## src/rtl/rtucrc_pkg.sv

```systemverilog
// rtucrc_pkg: shared types, constants and the crc-16 byte update function
// for the rtu crc-16 frame codec; no dependencies
package rtucrc_pkg;

  localparam logic [15:0] CRC_POLY  = 16'hA001;
  localparam logic [15:0] CRC_INIT  = 16'hFFFF;
  localparam int unsigned MAX_RES   = 3;
  localparam int unsigned RES_IDX_W = $clog2(MAX_RES);
  localparam int unsigned RES_CNT_W = $clog2(MAX_RES + 1);

  typedef enum logic [1:0] {
    STATUS_OK      = 2'd0,
    STATUS_SHORT   = 2'd1,
    STATUS_CRC_ERR = 2'd2
  } status_e;

  typedef struct packed {
    logic [7:0] out_byte;
    logic       byte_valid;
    logic       is_address;
    logic       frame_end;
    status_e    status;
    logic       run_last;
  } result_t;

  typedef struct packed {
    result_t [MAX_RES-1:0]  res;
    logic [RES_CNT_W-1:0]   count;
  } bundle_t;

  // reflected crc-16, one byte, lsb first
  function automatic logic [15:0] crc_update(input logic [15:0] crc_in,
                                             input logic [7:0]  data);
    logic [15:0] c;
    c = crc_in ^ {8'h00, data};
    for (int i = 0; i < 8; i++) begin
      if (c[0]) begin
        c = (c >> 1) ^ CRC_POLY;
      end else begin
        c = c >> 1;
      end
    end
    return c;
  endfunction

endpackage

```

## src/rtl/rtucrc_frame.sv

```systemverilog
// rtucrc_frame: frame state (crc, two-byte delay line, start flag) and the
// result bundle of one request; depends on rtucrc_pkg
module rtucrc_frame (
  input  logic                clk_i,
  input  logic                rst_ni,
  input  logic                accept_i,
  input  logic [7:0]          data_byte_i,
  input  logic                last_byte_i,
  input  logic                append_mode_i,
  input  logic                clear_i,
  output rtucrc_pkg::bundle_t bundle_o
);
  import rtucrc_pkg::*;

  logic [15:0] crc_q, crc_d;
  logic [7:0]  held0_q, held0_d, held1_q, held1_d;
  logic [1:0]  held_cnt_q, held_cnt_d;
  logic        started_q, started_d;

  logic        full;
  logic [7:0]  emit_byte;
  logic [15:0] crc_n;
  logic [15:0] rx_crc;
  result_t     r_emit;

  assign full      = held_cnt_q[1];
  assign emit_byte = append_mode_i ? data_byte_i : held0_q;
  assign crc_n     = crc_update(crc_q, emit_byte);
  assign rx_crc    = {data_byte_i, held1_q};

  always_comb begin
    r_emit            = '0;
    r_emit.out_byte   = emit_byte;
    r_emit.byte_valid = 1'b1;
    r_emit.is_address = ~started_q;
    r_emit.status     = STATUS_OK;
  end

  always_comb begin
    bundle_o = '0;
    for (int k = 0; k < MAX_RES; k++) begin
      bundle_o.res[k].status = STATUS_OK;
    end
    if (append_mode_i) begin
      bundle_o.res[0] = r_emit;
      if (last_byte_i) begin
        bundle_o.res[1].out_byte   = crc_n[7:0];
        bundle_o.res[1].byte_valid = 1'b1;
        bundle_o.res[2].out_byte   = crc_n[15:8];
        bundle_o.res[2].byte_valid = 1'b1;
        bundle_o.res[2].frame_end  = 1'b1;
        bundle_o.res[2].run_last   = 1'b1;
        bundle_o.count             = RES_CNT_W'(3);
      end else begin
        bundle_o.res[0].run_last = 1'b1;
        bundle_o.count           = RES_CNT_W'(1);
      end
    end else if (!last_byte_i) begin
      if (full) begin
        bundle_o.res[0]          = r_emit;
        bundle_o.res[0].run_last = 1'b1;
        bundle_o.count           = RES_CNT_W'(1);
      end
    end else if (full && started_q) begin
      bundle_o.res[0]           = r_emit;
      bundle_o.res[1].frame_end = 1'b1;
      bundle_o.res[1].status    = (rx_crc == crc_n) ? STATUS_OK : STATUS_CRC_ERR;
      bundle_o.res[1].run_last  = 1'b1;
      bundle_o.count            = RES_CNT_W'(2);
    end else begin
      bundle_o.res[0].frame_end = 1'b1;
      bundle_o.res[0].status    = STATUS_SHORT;
      bundle_o.res[0].run_last  = 1'b1;
      bundle_o.count            = RES_CNT_W'(1);
    end
  end

  always_comb begin
    crc_d      = crc_q;
    held0_d    = held0_q;
    held1_d    = held1_q;
    held_cnt_d = held_cnt_q;
    started_d  = started_q;
    if (clear_i || (accept_i && last_byte_i)) begin
      crc_d      = CRC_INIT;
      held0_d    = '0;
      held1_d    = '0;
      held_cnt_d = '0;
      started_d  = 1'b0;
    end else if (accept_i) begin
      if (append_mode_i || full) begin
        crc_d     = crc_n;
        started_d = 1'b1;
      end
      if (!append_mode_i) begin
        if (full) begin
          held0_d = held1_q;
          held1_d = data_byte_i;
        end else begin
          if (held_cnt_q[0]) begin
            held1_d = data_byte_i;
          end else begin
            held0_d = data_byte_i;
          end
          held_cnt_d = held_cnt_q + 2'd1;
        end
      end
    end
  end

  always_ff @(posedge clk_i or negedge rst_ni) begin
    if (!rst_ni) begin
      crc_q      <= CRC_INIT;
      held0_q    <= '0;
      held1_q    <= '0;
      held_cnt_q <= '0;
      started_q  <= 1'b0;
    end else begin
      crc_q      <= crc_d;
      held0_q    <= held0_d;
      held1_q    <= held1_d;
      held_cnt_q <= held_cnt_d;
      started_q  <= started_d;
    end
  end

endmodule

```

## src/rtl/rtucrc_outbuf.sv

```systemverilog
// rtucrc_outbuf: result register bank holding the up to three results of
// one request, drained one per cycle unless stalled; uses rtucrc_pkg
module rtucrc_outbuf (
  input  logic                clk_i,
  input  logic                rst_ni,
  input  logic                load_i,
  input  rtucrc_pkg::bundle_t bundle_i,
  input  logic                out_stall_i,
  output logic                out_valid_o,
  output logic                busy_o,
  output rtucrc_pkg::result_t res_o
);
  import rtucrc_pkg::*;

  result_t [MAX_RES-1:0]  res_q, res_d;
  logic [RES_CNT_W-1:0]   rem_q, rem_d;
  logic [RES_IDX_W-1:0]   idx_q, idx_d;
  logic                   pop;

  assign out_valid_o = (rem_q != '0);
  assign pop         = out_valid_o && !out_stall_i;
  // free once the last pending result leaves this cycle
  assign busy_o      = out_valid_o && !(pop && rem_q == RES_CNT_W'(1));
  assign res_o       = res_q[idx_q];

  always_comb begin
    res_d = res_q;
    rem_d = rem_q;
    idx_d = idx_q;
    if (load_i) begin
      res_d = bundle_i.res;
      rem_d = bundle_i.count;
      idx_d = '0;
    end else if (pop) begin
      rem_d = rem_q - RES_CNT_W'(1);
      idx_d = idx_q + RES_IDX_W'(1);
    end
  end

  always_ff @(posedge clk_i or negedge rst_ni) begin
    if (!rst_ni) begin
      rem_q <= '0;
      idx_q <= '0;
    end else begin
      rem_q <= rem_d;
      idx_q <= idx_d;
    end
  end

  always_ff @(posedge clk_i) begin
    res_q <= res_d;
  end

endmodule

```

## src/rtl/rtu_crc16_frame_codec.sv

```systemverilog
// rtu_crc16_frame_codec: top level, uses rtucrc_pkg, rtucrc_frame and rtucrc_outbuf
// output: the first result of a request is registered and on the outputs in the cycle after accept
// throughput: one request per cycle while each makes at most one result and the
//   output does not stall; a request making two results (check-mode close with a crc
//   check) or three (append-mode close) holds off the next request until they drain
// reset: rst_ni async active low; crc to 0xFFFF, delay line empty, check mode
module rtu_crc16_frame_codec (
  input  logic       clk_i,
  input  logic       rst_ni,
  // configuration: append_mode register
  input  logic       cfg_we_i,
  input  logic       cfg_wdata_i,
  // input requests
  input  logic       in_valid_i,
  output logic       in_stall_o,
  input  logic [7:0] data_byte_i,
  input  logic       last_byte_i,
  // result requests
  output logic       out_valid_o,
  input  logic       out_stall_i,
  output logic [7:0] out_byte_o,
  output logic       byte_valid_o,
  output logic       is_address_o,
  output logic       frame_end_o,
  output logic [1:0] status_o,
  output logic       run_last_o
);
  import rtucrc_pkg::*;

  logic    append_mode_q;
  logic    accept;
  logic    busy;
  bundle_t bundle;
  result_t res;

  // mode register; any write also aborts the open frame
  always_ff @(posedge clk_i or negedge rst_ni) begin
    if (!rst_ni) begin
      append_mode_q <= 1'b0;
    end else if (cfg_we_i) begin
      append_mode_q <= cfg_wdata_i;
    end
  end

  // a request is taken whenever the result bank is empty or emptying now
  assign in_stall_o = busy;
  assign accept     = in_valid_i && !busy;

  // single pass: crc byte update, delay line and result build
  rtucrc_frame u_frame (
    .clk_i         (clk_i),
    .rst_ni        (rst_ni),
    .accept_i      (accept),
    .data_byte_i   (data_byte_i),
    .last_byte_i   (last_byte_i),
    .append_mode_i (append_mode_q),
    .clear_i       (cfg_we_i),
    .bundle_o      (bundle)
  );

  // result registers, drained in order
  rtucrc_outbuf u_outbuf (
    .clk_i       (clk_i),
    .rst_ni      (rst_ni),
    .load_i      (accept),
    .bundle_i    (bundle),
    .out_stall_i (out_stall_i),
    .out_valid_o (out_valid_o),
    .busy_o      (busy),
    .res_o       (res)
  );

  assign out_byte_o   = res.out_byte;
  assign byte_valid_o = res.byte_valid;
  assign is_address_o = res.is_address;
  assign frame_end_o  = res.frame_end;
  assign status_o     = res.status;
  assign run_last_o   = res.run_last;

  // frame close is always the last result of its request
  a_end_is_last : assert property (@(posedge clk_i) disable iff (!rst_ni)
    (out_valid_o && frame_end_o) |-> run_last_o)
    else $error("frame end not flagged as last result");

  // address flag only on a real byte
  a_addr_has_byte : assert property (@(posedge clk_i) disable iff (!rst_ni)
    (out_valid_o && is_address_o) |-> byte_valid_o)
    else $error("address flag without byte");

  // non-ok status only at frame end
  a_status_at_end : assert property (@(posedge clk_i) disable iff (!rst_ni)
    (out_valid_o && status_o != STATUS_OK) |-> frame_end_o)
    else $error("status outside frame end");

  // empty result bank never stalls the input
  a_no_idle_stall : assert property (@(posedge clk_i) disable iff (!rst_ni)
    !out_valid_o |-> !in_stall_o)
    else $error("input stalled with no pending result");

endmodule
```

## config.mk

```make
export PLATFORM = sky130hd
export DESIGN_NAME = rtu_crc16_frame_codec
export DESIGN_NICKNAME = d
export VERILOG_FILES = /design/src/rtl/rtucrc_pkg.sv /design/src/rtl/rtucrc_frame.sv /design/src/rtl/rtucrc_outbuf.sv /design/src/rtl/rtu_crc16_frame_codec.sv
export SDC_FILE = /design/constraint.sdc
export NUM_CORES = 1
export LEC_CHECK = 0
export ABC_AREA = 0
export BUFFER_PORTS_ARGS = -buffer_cell sky130_fd_sc_hd__buf_4
export CORE_AREA = 2 2 95 97
export CTS_CLUSTER_DIAMETER = 60
export DETAILED_ROUTE_END_ITERATION = 10
export DIE_AREA = 0 0 97 99
export GPL_TIMING_DRIVEN = 1
export PLACE_DENSITY = 0.62
export SKIP_LAST_GASP = 1
export SYNTH_ARGS = -nofsm -noshare
export SYNTH_HDL_FRONTEND = slang
export SYNTH_SLANG_ARGS = --single-unit
export TNS_END_PERCENT = 5
```

## constraint.sdc

```tcl
create_clock -name clk_i -period 5.5 [get_ports clk_i]
set_input_delay 1.375 -clock clk_i [delete_from_list [all_inputs] [get_ports clk_i]]
set_output_delay 1.375 -clock clk_i [all_outputs]
set_load 0.05 [all_outputs]
```

==> flow_metrics.py, run 1 <==
metrics = {
    "sta": {
        "grt_setup_unrepaired": "false",
        "finalMaxSlewViolations": 0,
        "finalWorstPathRequiredPeriod_ns": 3.52,
        "timing.slew.headroom": 0.392,
        "fin_crit_sh": 0.641,
        "clock_skew_ns": 0.00818,
        "worst_pin_slew_ns": 0.912,
        "max_freq_ghz": 0.284,
        "final_layout_setup_total_negative_slack_ns": 0,
        "number_of_hold_violations_in_the_final_report": 0,
        "timing.final.setup_violations": 0,
    },
    "setup_path": {
        "critical_path_required_ns": 4.12,
        "worst-r2r-cell-count": 7,
        "path_class": "register to output port",
        "r2r_setup_slack_ns": 2.31,
        "start_kind": "register",
        "r2r_end": "u_outbuf.res_q[16]",
        "crit_path_max_fanout": 17,
        "r2r-start": "append_mode_q",
        "arrival_ns": 2.15,
        "timing.critical_path.to_type": "output port",
    },
    "layout": {
        "antennaDiodeCount": 0,
        "syn2layout_area_growth_pct": 13.1,
        "layout.cell_area.non_filler_mm2": 0.00414,
        "total_number_of_nets_in_the_final_design": 367,
        "drive_gt1_frac": 0.200,
    },
    "cts": {
        "cts-buffers-inserted": 9,
        "clockBufferDepth": 2,
        "ctsHtreeMaxLevel": 3,
        "cts_repair_resized_insts": 0,
        "cts-root-buf": "sky130_fd_sc_hd__clkbuf_8",
        "clk_pin_slew_ns": 0.07,
        "ctsHoldBuffers": 0,
        "post_cts.repair.setup_buffers": 0,
        "tritoncts_clock_tree": "yes",
        "clock_sinks": 71,
        "clkLatencyLatePin_ns": 0.34,
    },
    "die": {
        "die_y_um": 99,
        "coreArea_mm2": 0.00855,
        "die_width_um": 97,
        "io_pins": 31,
        "rows": 34,
        "starting_utilization_of_the_core_area": 0.428,
        "design.die.area_mm2": 0.00960,
    },
    "global_route": {
        "antenna_found_initial": 0,
        "first_global_vias": 2471,
        "pin_count_of_the_biggest_net_entering_global_routing": 46,
        "grt_usage": 0.171,
        "globalRoute.totalOverflow": 0,
        "grt_first_pass_wirelength_um": 13000,
    },
    "power": {
        "ir_drop_uv": 269,
        "switching_part_of_the_total_power": 0.419,
        "power.share.sequential": 0.351,
        "total_power_mw": 2.50,
        "cellInternalPower_mw": 1.45,
        "pwr-share-clk": 0.158,
        "comb_power_share": 0.490,
        "p_switching_mw": 1.05,
        "total_leakage_power_nw": 1.68,
        "power_per_cell_area_mw_per_mm2": 605,
    },
    "yosys": {
        "synth_enable_flop_cells": 31,
        "synth_nets": 342,
        "ys_top_cells_by_area": "sky130_fd_sc_hd__edfxtp_1 (25%), sky130_fd_sc_hd__dfrtp_1 (16%), sky130_fd_sc_hd__dfstp_2 (11%), sky130_fd_sc_hd__mux2i_1 (7.7%), sky130_fd_sc_hd__xnor2_1 (5.3%)",
        "mappedNetlistArea_mm2": 0.00366,
        "synthesis_warning_total": 0,
        "avgSynthCellArea_um2": 11.3,
        "synth_cell_types": 35,
        "synth.yosys.seq_area_share": 0.534,
        "share_of_yosys_cell_area_claimed_by_the_top_area_cell_type": 0.254,
        "postSynth.asyncResetShare": 0.563,
        "synth_top_cell_by_area": "sky130_fd_sc_hd__edfxtp_1",
        "synthFlopType": "sky130_fd_sc_hd__edfxtp_1",
        "ys_seq_elements": 71,
        "post_synth_inst_count": 325,
    },
    "place": {
        "detailedPlacementHpwl_um": 5550,
        "placement.io_buffers": 30,
        "post_dp_cell_area_mm2": 0.00396,
        "finalWeightedCongestion": 0.840,
    },
    "detailed_routing": {
        "via_count": 2442,
        "antenna_violating_nets_post_route": 0,
        "remaining_drc_errors": 0,
        "viasPerCell": 5.27,
        "drt_pre_antenna_iters": 4,
        "drt-total-wl_um": 7790,
        "drt_iter0_drc": 141,
        "wl_per_cell_um": 16.8,
    },
    "min_path": {
        "worstHoldStart": "u_frame.held0_q[0]",
        "worstHoldPathType": "register to register",
        "whs_endpoint": "u_frame.held0_q[0]",
        "min_path_cells": 2,
    },
    "run": {
        "cap_viol_max_count": 0,
    },
    "outcome": {
        "run_status": "completed",
    },
}
==> flip-flops by register name, summed over array words and instances (netlist names) <==
name                cells
append_mode_q           1
u_frame.crc_q          16
u_frame.held0_q         8
u_frame.held1_q         8
u_frame.held_cnt_q      2
u_frame.started_q       1
u_outbuf.idx_q          2
u_outbuf.rem_q          2
u_outbuf.res_q         31
==> routing by layer <==
| layer | track usage | up-vias | wire length (um) |
|---|---|---|---|
| met1 | 0.254 | 1191 | 3990 |
| met3 | 0.0355 | 7 | 321 |
| met5 | 0 | - | 0 |
| met2 | 0.257 | 51 | 3410 |
| li1 | - | 1193 | - |
| met4 | 0.0466 | 0 | 73 |
==> power by group through the flow <==
stage                     sequential (mW)  combinational [mW]  clock [mW]
after floorplan                     0.821                1.00           0
after global routing                0.900                1.34       0.427
final                               0.879                1.23       0.396
after global placement              0.884                1.23           0
after CTS                           0.879                1.24       0.403
after detailed placement            0.890                1.24           0
==> cell type report <==
class                      count  area [um^2]
clock inverter                 5         51.3
multi-input combinational    228         1600
tap                          108          135
timing repair buffer          32          240
fill                         799         4410
inverter                       8         30.0
sequential                    71         1950
clock buffer                  11          131
==> critical path, stage by stage (launching register included) <==
cell                      delay (ns)
sky130_fd_sc_hd__dfrtp_1        0.68
sky130_fd_sc_hd__nor2b_1        0.63
sky130_fd_sc_hd__nand2_1        0.16
sky130_fd_sc_hd__o21ai_0        0.11
sky130_fd_sc_hd__buf_4          0.22
==> stage by stage <==
| step | std cells | hold slack [ns] | setup WS, ns | util |
|---|---|---|---|---|
| floorplan | 325 | 0.472 | 1.85 | - |
| global placement | 447 | 0.490 | 1.93 | 0.463 |
| detailed placement | 447 | 0.497 | 1.88 | 0.463 |
| CTS | 463 | 0.512 | 1.87 | 0.484 |
| global route | 463 | 0.527 | 1.72 | 0.484 |
| finish | 463 | 0.508 | 1.98 | 0.484 |
==> cells in the final DEF, fill, tap and decap left out, types with 2 or more instances in the layout <==
master                     synthesis  layout
sky130_fd_sc_hd__dfrtp_1          24      24
sky130_fd_sc_hd__a22o_1           16      16
sky130_fd_sc_hd__ha_1              2       2
sky130_fd_sc_hd__inv_1             8       8
sky130_fd_sc_hd__o21ai_0          27      27
sky130_fd_sc_hd__clkinv_2          0       2
sky130_fd_sc_hd__mux2i_1          28      28
sky130_fd_sc_hd__nor3b_1           2       2
sky130_fd_sc_hd__buf_4             0      32
sky130_fd_sc_hd__xnor2_2           8       8
sky130_fd_sc_hd__a21oi_1          17      17
sky130_fd_sc_hd__nor2b_1           5       4
sky130_fd_sc_hd__and2_1            6       6
sky130_fd_sc_hd__clkbuf_1         14       2
sky130_fd_sc_hd__nand2_1          27      27
sky130_fd_sc_hd__xnor2_1          22      22
sky130_fd_sc_hd__nor4_1            3       3
sky130_fd_sc_hd__o22a_1            7       7
sky130_fd_sc_hd__xor2_1            7       7
sky130_fd_sc_hd__edfxtp_1         31      31
sky130_fd_sc_hd__and3_1            6       6
sky130_fd_sc_hd__clkbuf_8          0       9
sky130_fd_sc_hd__nand2b_1          2       2
sky130_fd_sc_hd__nor3_1            2       2
sky130_fd_sc_hd__nor2_1           32      32
sky130_fd_sc_hd__dfstp_2          16      16
==> worst max-delay path by stage <==
stage | startpoint | end | slack [ns]
after global placement | data_byte_i[4] | u_outbuf.res_q[16] | 1.93
after detailed placement | data_byte_i[4] | u_outbuf.res_q[16] | 1.88
final | u_outbuf.idx_q[0] | frame_end_o | 1.98
after CTS | u_outbuf.idx_q[0] | frame_end_o | 1.87
after global routing | u_outbuf.idx_q[0] | frame_end_o | 1.72
after floorplan | u_outbuf.idx_q[0] | out_byte_o[1] | 1.85
==> logic make-up (layout without fill, tap and decap cells) <==
family	count (synthesis)	count (layout)	share of synthesized area
AO/OA/AOI/OAI	72	72	0.125
adder cells (fa/ha/maj)	2	2	0.00684
buffers and inverters	26	56	0.0318
multiplexers	28	28	0.0766
AND/OR/NAND/NOR	87	87	0.108
flip-flops	71	71	0.534
XOR/XNOR	39	39	0.118
==> synthesized netlist by cell type (all sizes together) (7+ instances only) <==
cell type,instances
a22o,16
o21ai,27
o22a,7
xor2,7
dfrtp,24
mux2i,28
edfxtp,31
a21oi,17
clkbuf,14
nor2,32
xnor2,30
inv,8
nand2,27
dfstp,16
Note: power is estimated with default switching activity, not from simulation.
==> run 2: changes to the inputs <==
- ABC_AREA: 0 -> 1
- CORE_AREA: 2 2 95 97 -> 2 2 100 102
- DIE_AREA: 0 0 97 99 -> 0 0 102 104
- PLACE_DENSITY: 0.62 -> 0.63
- clock period: 5.5 -> 3.47 ns (I/O delays scaled with it)
==> flow_metrics.py, run 2 <==
metrics = {
    "outcome": {
        "run_status": "completed",
    },
    "global_route": {
        "antenna_found_initial": 0,
        "pin_count_of_the_biggest_net_entering_global_routing": 41,
        "grt_first_pass_wirelength_um": 17000,
        "first_global_vias": 3318,
        "globalRoute.totalOverflow": 0,
        "grt_usage": 0.207,
    },
    "cts": {
        "tritoncts_clock_tree": "yes",
        "ctsHoldBuffers": 0,
        "clkLatencyLatePin_ns": 0.35,
        "clk_pin_slew_ns": 0.08,
        "cts-root-buf": "sky130_fd_sc_hd__clkbuf_8",
        "post_cts.repair.setup_buffers": 0,
        "clock_sinks": 71,
        "ctsHtreeMaxLevel": 3,
        "cts-buffers-inserted": 9,
        "cts_repair_resized_insts": 0,
        "clockBufferDepth": 2,
    },
    "min_path": {
        "worstHoldPathType": "primary input to async pin",
    },
    "sta": {
        "final_layout_setup_total_negative_slack_ns": 0,
        "finalMaxSlewViolations": 0,
        "finalWorstPathRequiredPeriod_ns": 3.06,
        "fin_crit_sh": 0.881,
        "timing.final.setup_violations": 0,
        "clock_skew_ns": 0.00843,
        "timing.slew.headroom": 0.455,
        "number_of_hold_violations_in_the_final_report": 0,
        "grt_setup_unrepaired": "false",
        "max_freq_ghz": 0.327,
        "fin_ws_ns": 0.413,
        "worst_pin_slew_ns": 0.815,
        "fin_hold_ws_ns": 0.493,
    },
    "yosys": {
        "avgSynthCellArea_um2": 8.07,
        "synth_compound_area_frac": 0.0949,
        "synth_nets": 528,
        "mappedNetlistArea_mm2": 0.00413,
        "post_synth_inst_count": 511,
        "postSynth.asyncResetShare": 0.563,
        "yosys-mux-area-fraction": 0,
        "post_synth_xor_xnor_area": 0.0185,
        "netlist_top_cells_count": "sky130_fd_sc_hd__nand2_1 (138), sky130_fd_sc_hd__inv_1 (67), sky130_fd_sc_hd__nand3_1 (63)",
        "synthesis_warning_total": 0,
        "combinational_family_with_the_most_area_after_synthesis": "simple AND/OR/NAND/NOR gates",
        "synth_top_cell_by_area": "sky130_fd_sc_hd__edfxtp_1",
        "synth_cell_types": 32,
        "synth.yosys.seq_area_share": 0.473,
        "synthMostInstantiatedCell": "sky130_fd_sc_hd__nand2_1",
        "synth_enable_flop_cells": 31,
        "ys_seq_elements": 71,
        "share_of_yosys_cell_area_claimed_by_the_top_area_cell_type": 0.226,
        "synthFlopType": "sky130_fd_sc_hd__edfxtp_1",
        "post_synth_and_or_nand_nor_area_fraction": 0.323,
        "synth-adder-area-share": 0.00607,
        "ys_top_cells_by_area": "sky130_fd_sc_hd__edfxtp_1 (23%), sky130_fd_sc_hd__dfrtp_1 (15%), sky130_fd_sc_hd__nand2_1 (13%), sky130_fd_sc_hd__dfstp_2 (10%), sky130_fd_sc_hd__nand3_1 (7.6%)",
    },
    "die": {
        "io_pins": 31,
        "rows": 36,
        "die_y_um": 104,
        "die_width_um": 102,
        "design.die.area_mm2": 0.0106,
        "starting_utilization_of_the_core_area": 0.432,
        "coreArea_mm2": 0.00955,
    },
    "layout": {
        "drive_gt1_frac": 0.216,
        "number_of_flip_flops_under_the_largest_register_name": 31,
        "most_frequent_standard_cell_in_the_layout_excluding_fill_and_tap_cells": "sky130_fd_sc_hd__nand2_1",
        "largest-register": "u_outbuf.res_q",
        "utilization": 0.490,
        "layout.area.seq_mm2": 0.00195,
        "total_number_of_nets_in_the_final_design": 559,
        "layout.cell_area.non_filler_mm2": 0.00468,
        "antennaDiodeCount": 0,
        "syn2layout_area_growth_pct": 13.5,
        "layout_common_cells": "sky130_fd_sc_hd__nand2_1 (138), sky130_fd_sc_hd__inv_1 (67), sky130_fd_sc_hd__nand3_1 (63)",
        "layout.cells.non_filler": 680,
        "largest_registers_ranked_by_flip_flop_count": "u_outbuf.res_q: 31 flops, u_frame.crc_q: 16 flops",
        "fill_cells": 952,
        "multi_input_area_mm2": 0.00183,
    },
    "setup_path": {
        "crit_path_max_fanout": 15,
        "crit_path_end": "frame_end_o",
        "worst-r2r-cell-count": 14,
        "critical_path_required_ns": 2.60,
        "r2r-start": "u_outbuf.rem_q[0]",
        "path_class": "register to output port",
        "arrival_ns": 2.19,
        "timing.critical_path.to_type": "output port",
        "start_kind": "register",
        "r2r_end": "u_frame.crc_q[14]",
        "r2r_setup_slack_ns": 0.90,
        "critPathLaunch": "u_outbuf.idx_q[0]",
    },
    "power": {
        "p_switching_mw": 2.23,
        "power.share.sequential": 0.308,
        "pwr-share-clk": 0.160,
        "power_per_cell_area_mw_per_mm2": 990,
        "total_power_mw": 4.64,
        "comb_power_share": 0.532,
        "ir_drop_uv": 286,
        "switching_part_of_the_total_power": 0.480,
        "total_leakage_power_nw": 2.37,
        "cellInternalPower_mw": 2.41,
    },
    "detailed_routing": {
        "via_count": 3463,
        "viasPerCell": 5.09,
        "antenna_violating_nets_post_route": 0,
        "wl_per_cell_um": 14.9,
        "drt-total-wl_um": 10100,
        "drt_pre_antenna_iters": 5,
        "drt_iter0_drc": 212,
        "remaining_drc_errors": 0,
    },
    "place": {
        "dp.cells": 664,
        "detailedPlacementHpwl_um": 7690,
        "finalWeightedCongestion": 0.903,
        "dpl_worst_slack_ns": 0.564,
        "placement.io_buffers": 30,
        "post_dp_cell_area_mm2": 0.00446,
    },
    "run": {
        "cap_viol_max_count": 0,
    },
}
run 2: changes by cell type in the layout (fill, tap and decap cells not counted), moves of 15 or more:
cell                      before  now
sky130_fd_sc_hd__nand2_1      27  138
sky130_fd_sc_hd__nand3_1       1   63
sky130_fd_sc_hd__inv_1         8   67
sky130_fd_sc_hd__nand2_2       0   30
sky130_fd_sc_hd__mux2i_1      28    0
sky130_fd_sc_hd__a22oi_1       0   21
sky130_fd_sc_hd__xnor2_1      22    3
sky130_fd_sc_hd__a22o_1       16    1
run 2: area by class of cell:
| class | instances | area share |
|---|---|---|
| repair buffers | 32 | 0.0513 |
| inverters | 74 | 0.0593 |
| clock buffers | 9 | 0.0265 |
| multi-input cells | 354 | 0.390 |
| clock inverters | 7 | 0.0203 |
| well taps | 133 | 0.0356 |
| flip-flops and latches | 71 | 0.417 |
run 2: power groups by stage:
stage	clock, mW	combinational (mW)	sequential (mW)
after detailed placement	0	2.46	1.44
after CTS	0.751	2.47	1.42
final	0.742	2.47	1.43
after floorplan	0	1.90	1.38
after global placement	0	2.43	1.43
after global routing	0.789	2.73	1.46
run 2: kinds of logic after synthesis:
group / Yosys count
buffers and inverters: 86
DFF: 71
adders and majority gates: 2
and+or+nand+nor: 282
AOI/OAI and AO/OA: 63
xor gates and xnor gates: 7
run 2: worst max-delay path: stages (launching register included):
cell and delay [ns]:
sky130_fd_sc_hd__dfrtp_1 0.37, sky130_fd_sc_hd__inv_1 0.22, sky130_fd_sc_hd__nor2_1 0.70, sky130_fd_sc_hd__a22o_1 0.23
sky130_fd_sc_hd__inv_1 0.05, sky130_fd_sc_hd__o21ai_0 0.06, sky130_fd_sc_hd__buf_4 0.22
run 2: worst min path at each step:
stage	startpoint	slack (ns)	endpoint	depth (start not counted)
6_report	rst_ni	0.49	append_mode_q	1
5_1_grt	rst_ni	0.52	append_mode_q	1
4_1_cts	rst_ni	0.50	append_mode_q	1
3_5_place_dp	u_frame.held0_q[4]	0.48	u_frame.held0_q[4]	2
3_3_place_gp	u_frame.held0_q[3]	0.47	u_frame.held0_q[3]	2
2_1_floorplan	u_frame.held0_q[0]	0.45	u_frame.held0_q[0]	2
run 2: routing by layer:
layer,up-vias,GRT usage,wire (um)
li1,1727,-,-
met1,1639,0.303,4960
met2,81,0.315,4630
met3,16,0.0383,369
met4,0,0.0533,147
met5,-,0,0
==> run 3: changes to the inputs <==
- CORE_AREA: 2 2 100 102 -> 2 2 89 91
- CTS_CLUSTER_SIZE: not set -> 14
- DIE_AREA: 0 0 102 104 -> 0 0 91 93
- PLACE_DENSITY: 0.63 -> 0.76
==> flow_metrics.py, run 3 (synthesized netlist as in run 2, its figures left out) <==
metrics = {
    "cts": {
        "clkLatencyLatePin_ns": 0.35,
        "ctsHtreeMaxLevel": 3,
        "post_cts.repair.setup_buffers": 0,
        "ctsHoldBuffers": 0,
        "clockBufferDepth": 2,
        "cts-root-buf": "sky130_fd_sc_hd__clkbuf_8",
        "cts_repair_resized_insts": 0,
        "clock_sinks": 71,
        "clk_pin_slew_ns": 0.07,
        "tritoncts_clock_tree": "yes",
        "cts-buffers-inserted": 9,
    },
    "layout": {
        "total_number_of_nets_in_the_final_design": 562,
        "largest-register": "u_outbuf.res_q",
        "layout_common_cells": "sky130_fd_sc_hd__nand2_1 (138), sky130_fd_sc_hd__inv_1 (67), sky130_fd_sc_hd__nand3_1 (63)",
        "utilization": 0.622,
        "fill_cells": 687,
        "multi_input_area_mm2": 0.00183,
        "layout.area.seq_mm2": 0.00195,
        "largest_registers_ranked_by_flip_flop_count": "u_outbuf.res_q: 31 flops, u_frame.crc_q: 16 flops",
        "number_of_flip_flops_under_the_largest_register_name": 31,
        "drive_gt1_frac": 0.218,
        "most_frequent_standard_cell_in_the_layout_excluding_fill_and_tap_cells": "sky130_fd_sc_hd__nand2_1",
        "antennaDiodeCount": 0,
        "syn2layout_area_growth_pct": 13.5,
    },
    "min_path": {
        "worstHoldPathType": "primary input to async pin",
    },
    "detailed_routing": {
        "antenna_violating_nets_post_route": 0,
        "wl_per_cell_um": 15.4,
        "drt_pre_antenna_iters": 6,
        "via_count": 3567,
        "remaining_drc_errors": 0,
        "drt_iter0_drc": 312,
        "viasPerCell": 5.47,
        "drt-total-wl_um": 10000,
    },
    "sta": {
        "finalMaxSlewViolations": 0,
        "worst_pin_slew_ns": 0.627,
        "grt_setup_unrepaired": "false",
        "timing.slew.headroom": 0.578,
        "finalWorstPathRequiredPeriod_ns": 2.86,
        "number_of_hold_violations_in_the_final_report": 0,
        "max_freq_ghz": 0.349,
        "fin_crit_sh": 0.825,
        "final_layout_setup_total_negative_slack_ns": 0,
        "clock_skew_ns": 0.0110,
        "timing.final.setup_violations": 0,
    },
    "outcome": {
        "run_status": "completed",
    },
    "die": {
        "design.die.area_mm2": 0.00846,
        "die_width_um": 91,
        "rows": 32,
        "die_y_um": 93,
        "io_pins": 31,
        "starting_utilization_of_the_core_area": 0.548,
        "coreArea_mm2": 0.00753,
    },
    "place": {
        "detailedPlacementHpwl_um": 7390,
        "placement.io_buffers": 30,
        "finalWeightedCongestion": 0.968,
    },
    "global_route": {
        "grt_first_pass_wirelength_um": 16600,
        "grt_usage": 0.252,
        "pin_count_of_the_biggest_net_entering_global_routing": 41,
        "globalRoute.totalOverflow": 0,
        "first_global_vias": 3438,
        "antenna_found_initial": 0,
    },
    "setup_path": {
        "arrival_ns": 1.99,
        "crit_path_max_fanout": 15,
        "path_class": "register to output port",
        "critical_path_required_ns": 2.60,
        "r2r_setup_slack_ns": 0.97,
        "start_kind": "register",
        "timing.critical_path.to_type": "output port",
    },
    "power": {
        "ir_drop_uv": 366,
        "total_leakage_power_nw": 2.40,
        "power_per_cell_area_mw_per_mm2": 1000,
    },
    "run": {
        "cap_viol_max_count": 0,
    },
}
==> run 3: worst max-delay path, cell delays in order, from the launching register on <==
cell and delay [ns]:
sky130_fd_sc_hd__dfrtp_1 0.40, sky130_fd_sc_hd__inv_1 0.39, sky130_fd_sc_hd__nor2_1 0.12, sky130_fd_sc_hd__buf_4 0.20
sky130_fd_sc_hd__a22o_1 0.20, sky130_fd_sc_hd__inv_1 0.07, sky130_fd_sc_hd__o21ai_0 0.08, sky130_fd_sc_hd__buf_4 0.19
==> run 3: routing by layer <==
layer  track usage  up-vias  wire length (um)
li1              -     1733                 -
met1         0.353     1679              4610
met2         0.393      140              4560
met3        0.0524       15               736
met4        0.0884        0               126
met5             0        -                 0
==> run 3: worst paths after layout <==
| path | startpoint | endpoint | cells after the start |
|---|---|---|---|
| min in group clk_i | u_frame.held0_q[3] | u_frame.held0_q[3] | 2 |
| setup / recovery | u_outbuf.idx_q[0] | frame_end_o | 7 |
| hold reg to reg | u_frame.held0_q[3] | u_frame.held0_q[3] | 2 |
| setup reg to reg | u_outbuf.rem_q[0] | u_frame.crc_q[14] | 14 |
| hold / removal | rst_ni | u_frame.held_cnt_q[0] | 1 |
| max in group asynchronous | rst_ni | u_frame.crc_q[12] | 1 |
==> run 3: power breakdown <==
| group | switching (mW) | leakage [nW] | internal, mW |
|---|---|---|---|
| clock network | 0.316 | 0.120 | 0.476 |
| registers | 0.178 | 0.779 | 1.25 |
| logic | 1.71 | 1.50 | 0.772 |
==> run 3: area by class of cell <==
cell class	count	share of cell area
clock buffers	10	0.0273
clock inverters	6	0.0232
inverters	74	0.0593
multi-input cells	354	0.390
flip-flops and latches	71	0.417
well taps	102	0.0273
repair buffers	35	0.0561
==> run 3: metrics by stage <==
step,hold slack [ns],worst slack [ns],instances,power (mW),cell area [um^2]
floorplan,0.453,0.838,511,3.28,4130
detailed placement,0.479,0.641,636,3.90,4450
finish,0.492,0.608,652,4.70,4680
CTS,0.498,0.595,652,4.70,4680
global route,0.529,0.475,652,5.03,4680
global placement,0.471,0.763,636,3.86,4450
